## src/sv/crc32_frame_fcs_engine_defines.svh

```systemverilog
// assertion macros for the crc32 frame fcs engine, used by crcfcs_out
// expects clk and rst_n in scope where used
`ifndef CRC32_FRAME_FCS_ENGINE_DEFINES_SVH
`define CRC32_FRAME_FCS_ENGINE_DEFINES_SVH

// checked outside reset
`define CRCFCS_ASSERT(lbl, prop, msg) \
  lbl: assert property (@(posedge clk) disable iff (!rst_n) prop) else $error(msg);

// checked across reset as well
`define CRCFCS_ASSERT_RST(lbl, prop, msg) \
  lbl: assert property (@(posedge clk) prop) else $error(msg);

`endif

```

## src/sv/crcfcs_pkg.sv

```systemverilog
// types, codes and crc byte update for the crc32 frame fcs engine
// no dependencies
`timescale 1ns / 1ps

package crcfcs_pkg;

  localparam logic [31:0] NORMAL_POLY   = 32'h04C1_1DB7;
  localparam logic [31:0] REFLECT_POLY  = 32'hEDB8_8320;
  localparam logic [31:0] REFLECT_RESID = 32'hDEBB_20E3;
  localparam logic [31:0] NORMAL_RESID  = 32'h0000_0000;
  localparam logic [31:0] SEED_RESET    = 32'hFFFF_FFFF;

  localparam int unsigned ADDR_W = 4;
  localparam int unsigned PHASE_W = 3;
  localparam logic [PHASE_W-1:0] PHASE_DATA = 3'd0;
  localparam logic [PHASE_W-1:0] PHASE_FCS0 = 3'd1;
  localparam logic [PHASE_W-1:0] PHASE_FCS1 = 3'd2;
  localparam logic [PHASE_W-1:0] PHASE_FCS2 = 3'd3;
  localparam logic [PHASE_W-1:0] PHASE_FCS3 = 3'd4;

  typedef enum logic [1:0] {
    REG_MODE = 2'd0,
    REG_TASK = 2'd1,
    REG_SEED = 2'd2
  } reg_idx_t;

  typedef enum logic [1:0] {
    TASK_PLAIN  = 2'd0,
    TASK_APPEND = 2'd1,
    TASK_CHECK  = 2'd2
  } frame_task_t;

  typedef struct packed {
    logic        reflected;
    logic [1:0]  frame_task;
    logic [31:0] seed;
    logic        seed_load;
  } cfg_t;

  typedef struct packed {
    logic [7:0]  data_byte;
    logic [31:0] crc;
    logic [31:0] fcs_word;
    logic        ok;
    logic        append;
  } item_t;

  function automatic logic [31:0] crc_byte_update(input logic [31:0] crc_in,
                                                  input logic [7:0]  data,
                                                  input logic        refl);
    logic [31:0] r;
    r = crc_in;
    if (refl) begin
      r = r ^ {24'd0, data};
      for (int k = 0; k < 8; k++) begin
        r = r[0] ? ((r >> 1) ^ REFLECT_POLY) : (r >> 1);
      end
    end else begin
      r = r ^ {data, 24'd0};
      for (int k = 0; k < 8; k++) begin
        r = r[31] ? ((r << 1) ^ NORMAL_POLY) : (r << 1);
      end
    end
    return r;
  endfunction

endpackage

```

## src/sv/crcfcs_regs.sv

```systemverilog
// configuration registers behind the apb-style port
// depends on crcfcs_pkg
`timescale 1ns / 1ps

module crcfcs_regs (
  input  logic                        clk,
  input  logic                        rst_n,
  input  logic                        cfg_psel,
  input  logic                        cfg_penable,
  input  logic                        cfg_pwrite,
  input  logic [crcfcs_pkg::ADDR_W-1:0] cfg_paddr,
  input  logic [31:0]                 cfg_pwdata,
  output logic [31:0]                 cfg_prdata,
  output logic                        cfg_pready,
  output crcfcs_pkg::cfg_t            cfg
);
  import crcfcs_pkg::*;

  logic        mode_r, mode_nxt;
  logic [1:0]  task_r, task_nxt;
  logic [31:0] seed_r, seed_nxt;
  logic        wr_en;
  logic        seed_load;
  logic [1:0]  reg_idx;

  assign cfg_pready = 1'b1;
  assign wr_en      = cfg_psel && cfg_penable && cfg_pwrite && cfg_pready;
  assign reg_idx    = cfg_paddr[3:2];

  always_comb begin
    mode_nxt  = mode_r;
    task_nxt  = task_r;
    seed_nxt  = seed_r;
    seed_load = 1'b0;
    if (wr_en) begin
      unique case (reg_idx)
        REG_MODE: mode_nxt = cfg_pwdata[0];
        REG_TASK: task_nxt = cfg_pwdata[1:0];
        REG_SEED: begin
          seed_nxt  = cfg_pwdata;
          seed_load = 1'b1;
        end
        default: ;
      endcase
    end
  end

  always_comb begin
    unique case (reg_idx)
      REG_MODE: cfg_prdata = {31'd0, mode_r};
      REG_TASK: cfg_prdata = {30'd0, task_r};
      REG_SEED: cfg_prdata = seed_r;
      default:  cfg_prdata = 32'd0;
    endcase
  end

  always_ff @(posedge clk) begin
    if (!rst_n) begin
      mode_r <= 1'b0;
      task_r <= TASK_PLAIN;
      seed_r <= SEED_RESET;
    end else begin
      mode_r <= mode_nxt;
      task_r <= task_nxt;
      seed_r <= seed_nxt;
    end
  end

  assign cfg.reflected  = mode_r;
  assign cfg.frame_task = task_r;
  assign cfg.seed       = seed_nxt;
  assign cfg.seed_load  = seed_load;

endmodule

```

## src/sv/crcfcs_core.sv

```systemverilog
// running crc register, byte update, fcs word and residue check
// depends on crcfcs_pkg
`timescale 1ns / 1ps

module crcfcs_core (
  input  logic              clk,
  input  logic              rst_n,
  input  crcfcs_pkg::cfg_t  cfg,
  input  logic              accept,
  input  logic [7:0]        data_byte,
  input  logic              last_byte,
  output crcfcs_pkg::item_t item
);
  import crcfcs_pkg::*;

  logic [31:0] crc_r, crc_nxt;
  logic [31:0] crc_upd;
  logic [31:0] crc_inv;
  logic [31:0] resid;

  assign crc_upd = crc_byte_update(crc_r, data_byte, cfg.reflected);
  assign crc_inv = ~crc_upd;
  assign resid   = cfg.reflected ? REFLECT_RESID : NORMAL_RESID;

  always_comb begin
    crc_nxt = crc_r;
    if (cfg.seed_load) begin
      crc_nxt = cfg.seed;
    end else if (accept) begin
      crc_nxt = last_byte ? cfg.seed : crc_upd;
    end
  end

  always_ff @(posedge clk) begin
    if (!rst_n) begin
      crc_r <= SEED_RESET;
    end else begin
      crc_r <= crc_nxt;
    end
  end

  // fcs word holds the bytes in send order, first byte at the top
  assign item.data_byte = data_byte;
  assign item.crc       = crc_upd;
  assign item.fcs_word  = cfg.reflected ?
                          {crc_inv[7:0], crc_inv[15:8], crc_inv[23:16], crc_inv[31:24]} :
                          crc_upd;
  assign item.ok        = last_byte && (cfg.frame_task == TASK_CHECK) && (crc_upd == resid);
  assign item.append    = last_byte && (cfg.frame_task == TASK_APPEND);

endmodule

```

## src/sv/crcfcs_out.sv

```systemverilog
// two-entry result stage: output register plus skid slot, fcs byte sequencing
// depends on crcfcs_pkg and crc32_frame_fcs_engine_defines.svh
`timescale 1ns / 1ps
`include "crc32_frame_fcs_engine_defines.svh"

module crcfcs_out (
  input  logic              clk,
  input  logic              rst_n,
  input  crcfcs_pkg::item_t item,
  input  logic              in_tvalid,
  output logic              in_tready,
  output logic              out_tvalid,
  input  logic              out_tready,
  output logic [39:0]       out_tdata,  // out_byte[7:0], crc_value[39:8]
  output logic [1:0]        out_tuser,  // is_fcs[0], crc_ok[1]
  output logic              out_tlast,  // end_of_run
  output logic              accept
);
  import crcfcs_pkg::*;

  item_t                out_item_r, out_item_nxt;
  item_t                skid_item_r, skid_item_nxt;
  logic                 out_valid_r, out_valid_nxt;
  logic                 skid_valid_r, skid_valid_nxt;
  logic [PHASE_W-1:0]   phase_r, phase_nxt;
  logic                 xfer;
  logic                 done;
  logic                 out_free;
  logic [7:0]           res_byte;
  logic                 res_fcs;
  logic                 res_ok;
  logic                 res_last;

  assign in_tready = !skid_valid_r;
  assign accept    = in_tvalid && in_tready;
  assign xfer      = out_valid_r && out_tready;
  assign done      = xfer && res_last;
  assign out_free  = !out_valid_r || done;

  always_comb begin
    res_byte = out_item_r.data_byte;
    res_fcs  = 1'b1;
    res_ok   = 1'b0;
    res_last = 1'b0;
    case (phase_r)
      PHASE_DATA: begin
        res_fcs  = 1'b0;
        res_ok   = out_item_r.ok;
        res_last = !out_item_r.append;
      end
      PHASE_FCS0: res_byte = out_item_r.fcs_word[31:24];
      PHASE_FCS1: res_byte = out_item_r.fcs_word[23:16];
      PHASE_FCS2: res_byte = out_item_r.fcs_word[15:8];
      PHASE_FCS3: begin
        res_byte = out_item_r.fcs_word[7:0];
        res_last = 1'b1;
      end
      default: res_last = 1'b1;
    endcase
  end

  always_comb begin
    out_item_nxt   = out_item_r;
    skid_item_nxt  = skid_item_r;
    out_valid_nxt  = out_valid_r;
    skid_valid_nxt = skid_valid_r;
    phase_nxt      = phase_r;
    if (out_free) begin
      phase_nxt = PHASE_DATA;
      if (skid_valid_r) begin
        out_item_nxt   = skid_item_r;
        out_valid_nxt  = 1'b1;
        skid_valid_nxt = 1'b0;
      end else if (accept) begin
        out_item_nxt  = item;
        out_valid_nxt = 1'b1;
      end else begin
        out_valid_nxt = 1'b0;
      end
    end else begin
      if (accept) begin
        skid_item_nxt  = item;
        skid_valid_nxt = 1'b1;
      end
      if (xfer) begin
        phase_nxt = phase_r + PHASE_W'(1);
      end
    end
  end

  always_ff @(posedge clk) begin
    if (!rst_n) begin
      out_valid_r  <= 1'b0;
      skid_valid_r <= 1'b0;
      phase_r      <= PHASE_DATA;
    end else begin
      out_valid_r  <= out_valid_nxt;
      skid_valid_r <= skid_valid_nxt;
      phase_r      <= phase_nxt;
    end
  end

  always_ff @(posedge clk) begin
    out_item_r  <= out_item_nxt;
    skid_item_r <= skid_item_nxt;
  end

  assign out_tvalid = out_valid_r;
  assign out_tdata  = {out_item_r.crc, res_byte};
  assign out_tuser  = {res_ok, res_fcs};
  assign out_tlast  = res_last;

  `CRCFCS_ASSERT(a_skid_behind_out, skid_valid_r |-> out_valid_r, "skid slot full with output empty")
  `CRCFCS_ASSERT(a_phase_range, out_valid_r |-> (phase_r <= PHASE_FCS3), "fcs phase out of range")
  `CRCFCS_ASSERT(a_fcs_only_append, (out_valid_r && (phase_r != PHASE_DATA)) |-> out_item_r.append, "fcs byte without append")
  `CRCFCS_ASSERT(a_skid_drains, (done && skid_valid_r) |=> (out_valid_r && !skid_valid_r && (phase_r == PHASE_DATA)), "skid item not moved up")
  `CRCFCS_ASSERT_RST(a_reset_empty, !rst_n |=> (!out_valid_r && !skid_valid_r), "result stage not empty after reset")

endmodule

```

## src/sv/crc32_frame_fcs_engine.sv

```systemverilog
// Byte-serial CRC-32 engine: one data byte per input transfer, one result per byte, and in
// the append task four more results carrying the FCS after a frame's last byte. A byte is
// taken every clock cycle while the skid slot is empty; the CRC update of one byte is done
// between the input and the result register, and the result goes to the skid slot instead
// while the output register waits, so one more byte is taken while a result waits; after an
// appended frame the input pauses for the four FCS transfers once the skid slot is full.
// Configuration: reflected_mode at 0x0, frame_task at 0x4, crc_seed at 0x8; a seed write
// also reloads the running CRC. Write configuration only while no results are pending.
// Depends on crcfcs_pkg, crcfcs_regs, crcfcs_core and crcfcs_out.
`timescale 1ns / 1ps

module crc32_frame_fcs_engine (
  input  logic                          clk,
  input  logic                          rst_n,
  input  logic                          in_tvalid,
  output logic                          in_tready,
  input  logic [7:0]                    in_tdata,   // data_byte[7:0]
  input  logic                          in_tlast,   // last_byte
  output logic                          out_tvalid,
  input  logic                          out_tready,
  output logic [39:0]                   out_tdata,  // out_byte[7:0], crc_value[39:8]
  output logic [1:0]                    out_tuser,  // is_fcs[0], crc_ok[1]
  output logic                          out_tlast,  // end_of_run
  input  logic                          cfg_psel,
  input  logic                          cfg_penable,
  input  logic                          cfg_pwrite,
  input  logic [crcfcs_pkg::ADDR_W-1:0] cfg_paddr,
  input  logic [31:0]                   cfg_pwdata,
  output logic [31:0]                   cfg_prdata,
  output logic                          cfg_pready
);
  import crcfcs_pkg::*;

  cfg_t  cfg;
  item_t item;
  logic  accept;

  crcfcs_regs u_regs (
    .clk         (clk),
    .rst_n       (rst_n),
    .cfg_psel    (cfg_psel),
    .cfg_penable (cfg_penable),
    .cfg_pwrite  (cfg_pwrite),
    .cfg_paddr   (cfg_paddr),
    .cfg_pwdata  (cfg_pwdata),
    .cfg_prdata  (cfg_prdata),
    .cfg_pready  (cfg_pready),
    .cfg         (cfg)
  );

  crcfcs_core u_core (
    .clk       (clk),
    .rst_n     (rst_n),
    .cfg       (cfg),
    .accept    (accept),
    .data_byte (in_tdata),
    .last_byte (in_tlast),
    .item      (item)
  );

  crcfcs_out u_out (
    .clk        (clk),
    .rst_n      (rst_n),
    .item       (item),
    .in_tvalid  (in_tvalid),
    .in_tready  (in_tready),
    .out_tvalid (out_tvalid),
    .out_tready (out_tready),
    .out_tdata  (out_tdata),
    .out_tuser  (out_tuser),
    .out_tlast  (out_tlast),
    .accept     (accept)
  );

endmodule
```

## config.mk

```make
export PLATFORM = sky130hd
export DESIGN_NAME = crc32_frame_fcs_engine
export DESIGN_NICKNAME = d
export VERILOG_FILES = /design/src/sv/crcfcs_pkg.sv /design/src/sv/crcfcs_regs.sv /design/src/sv/crcfcs_core.sv /design/src/sv/crcfcs_out.sv /design/src/sv/crc32_frame_fcs_engine.sv
export VERILOG_INCLUDE_DIRS = /design/src /design/src/sv
export SDC_FILE = /design/constraint.sdc
export NUM_CORES = 1
export LEC_CHECK = 0
export ABC_CLOCK_PERIOD_IN_PS = 5000
export BUFFER_PORTS_ARGS = -buffer_cell sky130_fd_sc_hd__buf_2
export CAP_MARGIN = 20
export CORE_ASPECT_RATIO = 0.7
export CORE_MARGIN = 5
export CORE_UTILIZATION = 54
export CTS_CLUSTER_DIAMETER = 200
export DETAILED_ROUTE_END_ITERATION = 6
export GPL_TIMING_DRIVEN = 0
export PLACE_DENSITY = 0.81
export SYNTH_ARGS = -nofsm -noshare
export SYNTH_HDL_FRONTEND = slang
export SYNTH_SLANG_ARGS = --single-unit
```

## constraint.sdc

```tcl
create_clock -name clk -period 5 [get_ports clk]
set_input_delay 0 -clock clk [delete_from_list [all_inputs] [get_ports clk]]
set_output_delay 0 -clock clk [all_outputs]
set_load 0.05 [all_outputs]
```

==> flow_metrics.py <==
metrics = {
    "run_status": {
        "outcome": "finished clean",
    },
    "synthesis": {
        "ys_seq_area_share_pct": 49.7,
        "synth_cells": 1036,
        "netlist_area_sq_um": 11800,
        "synth_ff_type": "edfxtp_1",
        "synth_most_common_cell": "edfxtp_1",
        "synth_common_cells": "148 x edfxtp_1, 135 x nand2_1, 78 x mux2_2",
        "synth_seq_cells": 220,
        "yosysWarnings": 0,
        "yosys-top-cells-area": "edfxtp_1 38%, dfxtp_1 12%, mux2_2 7.4%",
        "syn_nets": 1094,
        "synth_top_area_share_pct": 37.5,
        "synthArstFlopShare_pct": 0,
        "synth_cell_type_count": 60,
        "yosysTopAreaCell": "edfxtp_1",
        "syn_avg_cell_area_sq_um": 11.4,
        "synth-edff-count": 148,
    },
    "clocking": {
        "clk_latency_ns": 0.51,
        "ctsHoldBuffers": 47,
        "path_clk_slew_ns": 0.06,
        "cts_tree": "yes",
        "root_buffer": "clkbuf_16",
        "cts_resized": 0,
        "post-cts-setup-buffers": 0,
        "h-tree-depth": 1,
        "clockBufferDepth": 3,
        "cts_buffers": 22,
        "cts_num_sinks": 220,
    },
    "finish": {
        "nets": 1294,
        "ff_latch_area_sq_um": 5890,
        "drive_above_1_share_pct": 24.9,
        "utilization_pct": 65.4,
        "multi_input_area_sq_um": 5420,
        "stdcell_area_sq_um": 14100,
        "synthToLayoutAreaGrowth_pct": 19.4,
        "fill_cells": 1689,
        "antenna_cells": 0,
        "final_cells": 1534,
    },
    "placed_design": {
        "portBuffers": 124,
        "place_area_sq_um": 12900,
        "gp_congestion": 0.997,
        "dp_hpwl_mm": 28.0,
        "dp_cells": 1447,
        "dpl_worst_slack_ns": 0.406,
    },
    "timing": {
        "worst_slew_pin_slew_ns": 1.24,
        "relSlewSlack_pct": 16.4,
        "maxSlewViolCount": 0,
        "hold_viol": 0,
        "fmax_ghz": 0.203,
        "grt_setup_unrepaired": "no",
        "fin_ws_ns": 0.0645,
        "finalClockSkew_ns": 0.00953,
        "setup_viol": 0,
        "whs_ns": 0.0877,
        "fin_crit_ns": 4.94,
        "layout_worst_path_cycle_share_pct": 98.7,
    },
    "critical_path": {
        "worstPathRequired_ns": 5.33,
        "endpoint_kind": "flip-flop",
        "startpoint_type": "flip-flop",
        "crit_fanout": 10,
        "worstSetupPathType": "flip-flop to flip-flop",
        "arrival_ns": 5.26,
    },
    "drt": {
        "ant_nets": 0,
        "drt_wl_total_mm": 36.8,
        "dr.pass1.iters": 5,
        "drc": 0,
        "vias_per_cell": 5.77,
        "vias": 8848,
        "first_iter_violations": 740,
        "routedWlPerCell_microns": 24.0,
    },
    "pwr": {
        "vdd_drop_max_mv": 0.300,
        "p_leak_nw": 5.63,
        "power.density_nw_per_um2": 532,
    },
    "floorplan": {
        "die_x_microns": 187,
        "dieArea_sq_um": 25000,
        "start_util_pct": 54.8,
        "rows": 45,
        "die_h_microns": 134,
        "fp.coreArea_sq_um": 21600,
        "boundaryPins": 130,
    },
    "grt": {
        "grt_pass1_vias": 8630,
        "antenna_found_initial": 0,
        "grt_overflow": 0,
        "grt_pass1_wl_mm": 54.4,
        "grt_start_max_net_pins": 38,
        "grt_usage_pct": 28.8,
    },
    "worst_hold_path": {
        "hp-class": "primary input to flip-flop",
    },
    "flow_run": {
        "max_cap_viol_count": 0,
    },
}
-- placed cells by master, fill, tap and decap left out, types with 31 or more instances in the layout --
cell type      instances
buf_4                 37
dfxtp_1               72
clkbuf_1              47
and2_1                38
edfxtp_1             148
o21ai_0               48
nand2_1              135
nor2_1                40
dlygate4sd3_1         47
buf_2                131
a21o_1                32
xor2_1                41
a21oi_1               48
mux2_2                78
xnor2_1               68
mux2i_1               31
-- state kept, by name, indices dropped and copies added, names as in the netlist --
signal / count
u_out.skid_item_r: 74
u_out.out_item_r: 42
u_core.crc_r: 32
u_out.out_tdata: 32
u_regs.seed_r: 32
u_out.phase_r: 3
u_regs.task_r: 2
u_out.out_tvalid: 1
u_out.skid_valid_r: 1
u_regs.mode_r: 1
-- power by group --
part           switching (mW)  internal, mW
combinational            2.03          1.21
sequential              0.130          2.46
clock                   0.694         0.999
total                    2.85          4.67
-- critical path, stage by stage, from the launching register on --
cell       delay (ns)
dfxtp_1          0.54
clkbuf_1         0.56
clkbuf_1         0.53
buf_1            0.56
nor2_1           0.13
a21oi_1          0.67
ha_1             0.26
nand4b_1         0.24
a2111oi_0        0.50
and4b_1          0.33
nand4_1          0.16
o31ai_2          0.28
-- kinds of logic after synthesis --
family                     count (synthesis)  share of synthesized area [%]
buffers and inverters                    109                           4.69
muxes                                    109                           10.0
AOI/OAI and AO/OA                        185                           9.90
and+or+nand+nor                          259                           10.0
DFF                                      220                           49.7
xor gates and xnor gates                 147                           15.0
other                                      1                         0.0317
adders and majority gates                  6                          0.634
-- metrics by stage --
stage                     power, mW  TNS, ns
after floorplan                4.81        0
after global placement         5.70    -3.84
after detailed placement       5.74        0
after CTS                      7.45        0
after global routing           7.80        0
final                          7.52        0
-- layer usage --
| layer | vias up | share of wire (%) | GRT usage, % |
|---|---|---|---|
| met1 | 4319 | 44 | 41.3 |
| met2 | 449 | 42 | 42.7 |
| li1 | 4018 | - | - |
| met5 | - | 0 | 0 |
| met3 | 62 | 11 | 9.99 |
| met4 | 0 | 2.4 | 6.40 |
-- path summary, 6_finish.rpt --
path              depth (start not counted)  slack [ns]                  end              start
setup / recovery                         11        0.06  u_out.out_item_r[1]      u_regs.mode_r
hold / removal                            5        0.09     u_regs.seed_r[0]       cfg_paddr[2]
setup reg to reg                         11        0.06  u_out.out_item_r[1]      u_regs.mode_r
hold reg to reg                           1        0.48    u_regs.seed_r[25]  u_regs.seed_r[25]
-- cell type report --
cell class	instances	share of cell area [%]
Clock inverter	6	0.398
Multi-Input combinational cell	707	38.3
Sequential cell	220	41.6
Buffer	95	3.56
Tap cell	282	2.49
Timing Repair Buffer	176	8.42
Clock buffer	34	4.86
Inverter	14	0.371
No activity file was read; power rests on OpenSTA's default activity.
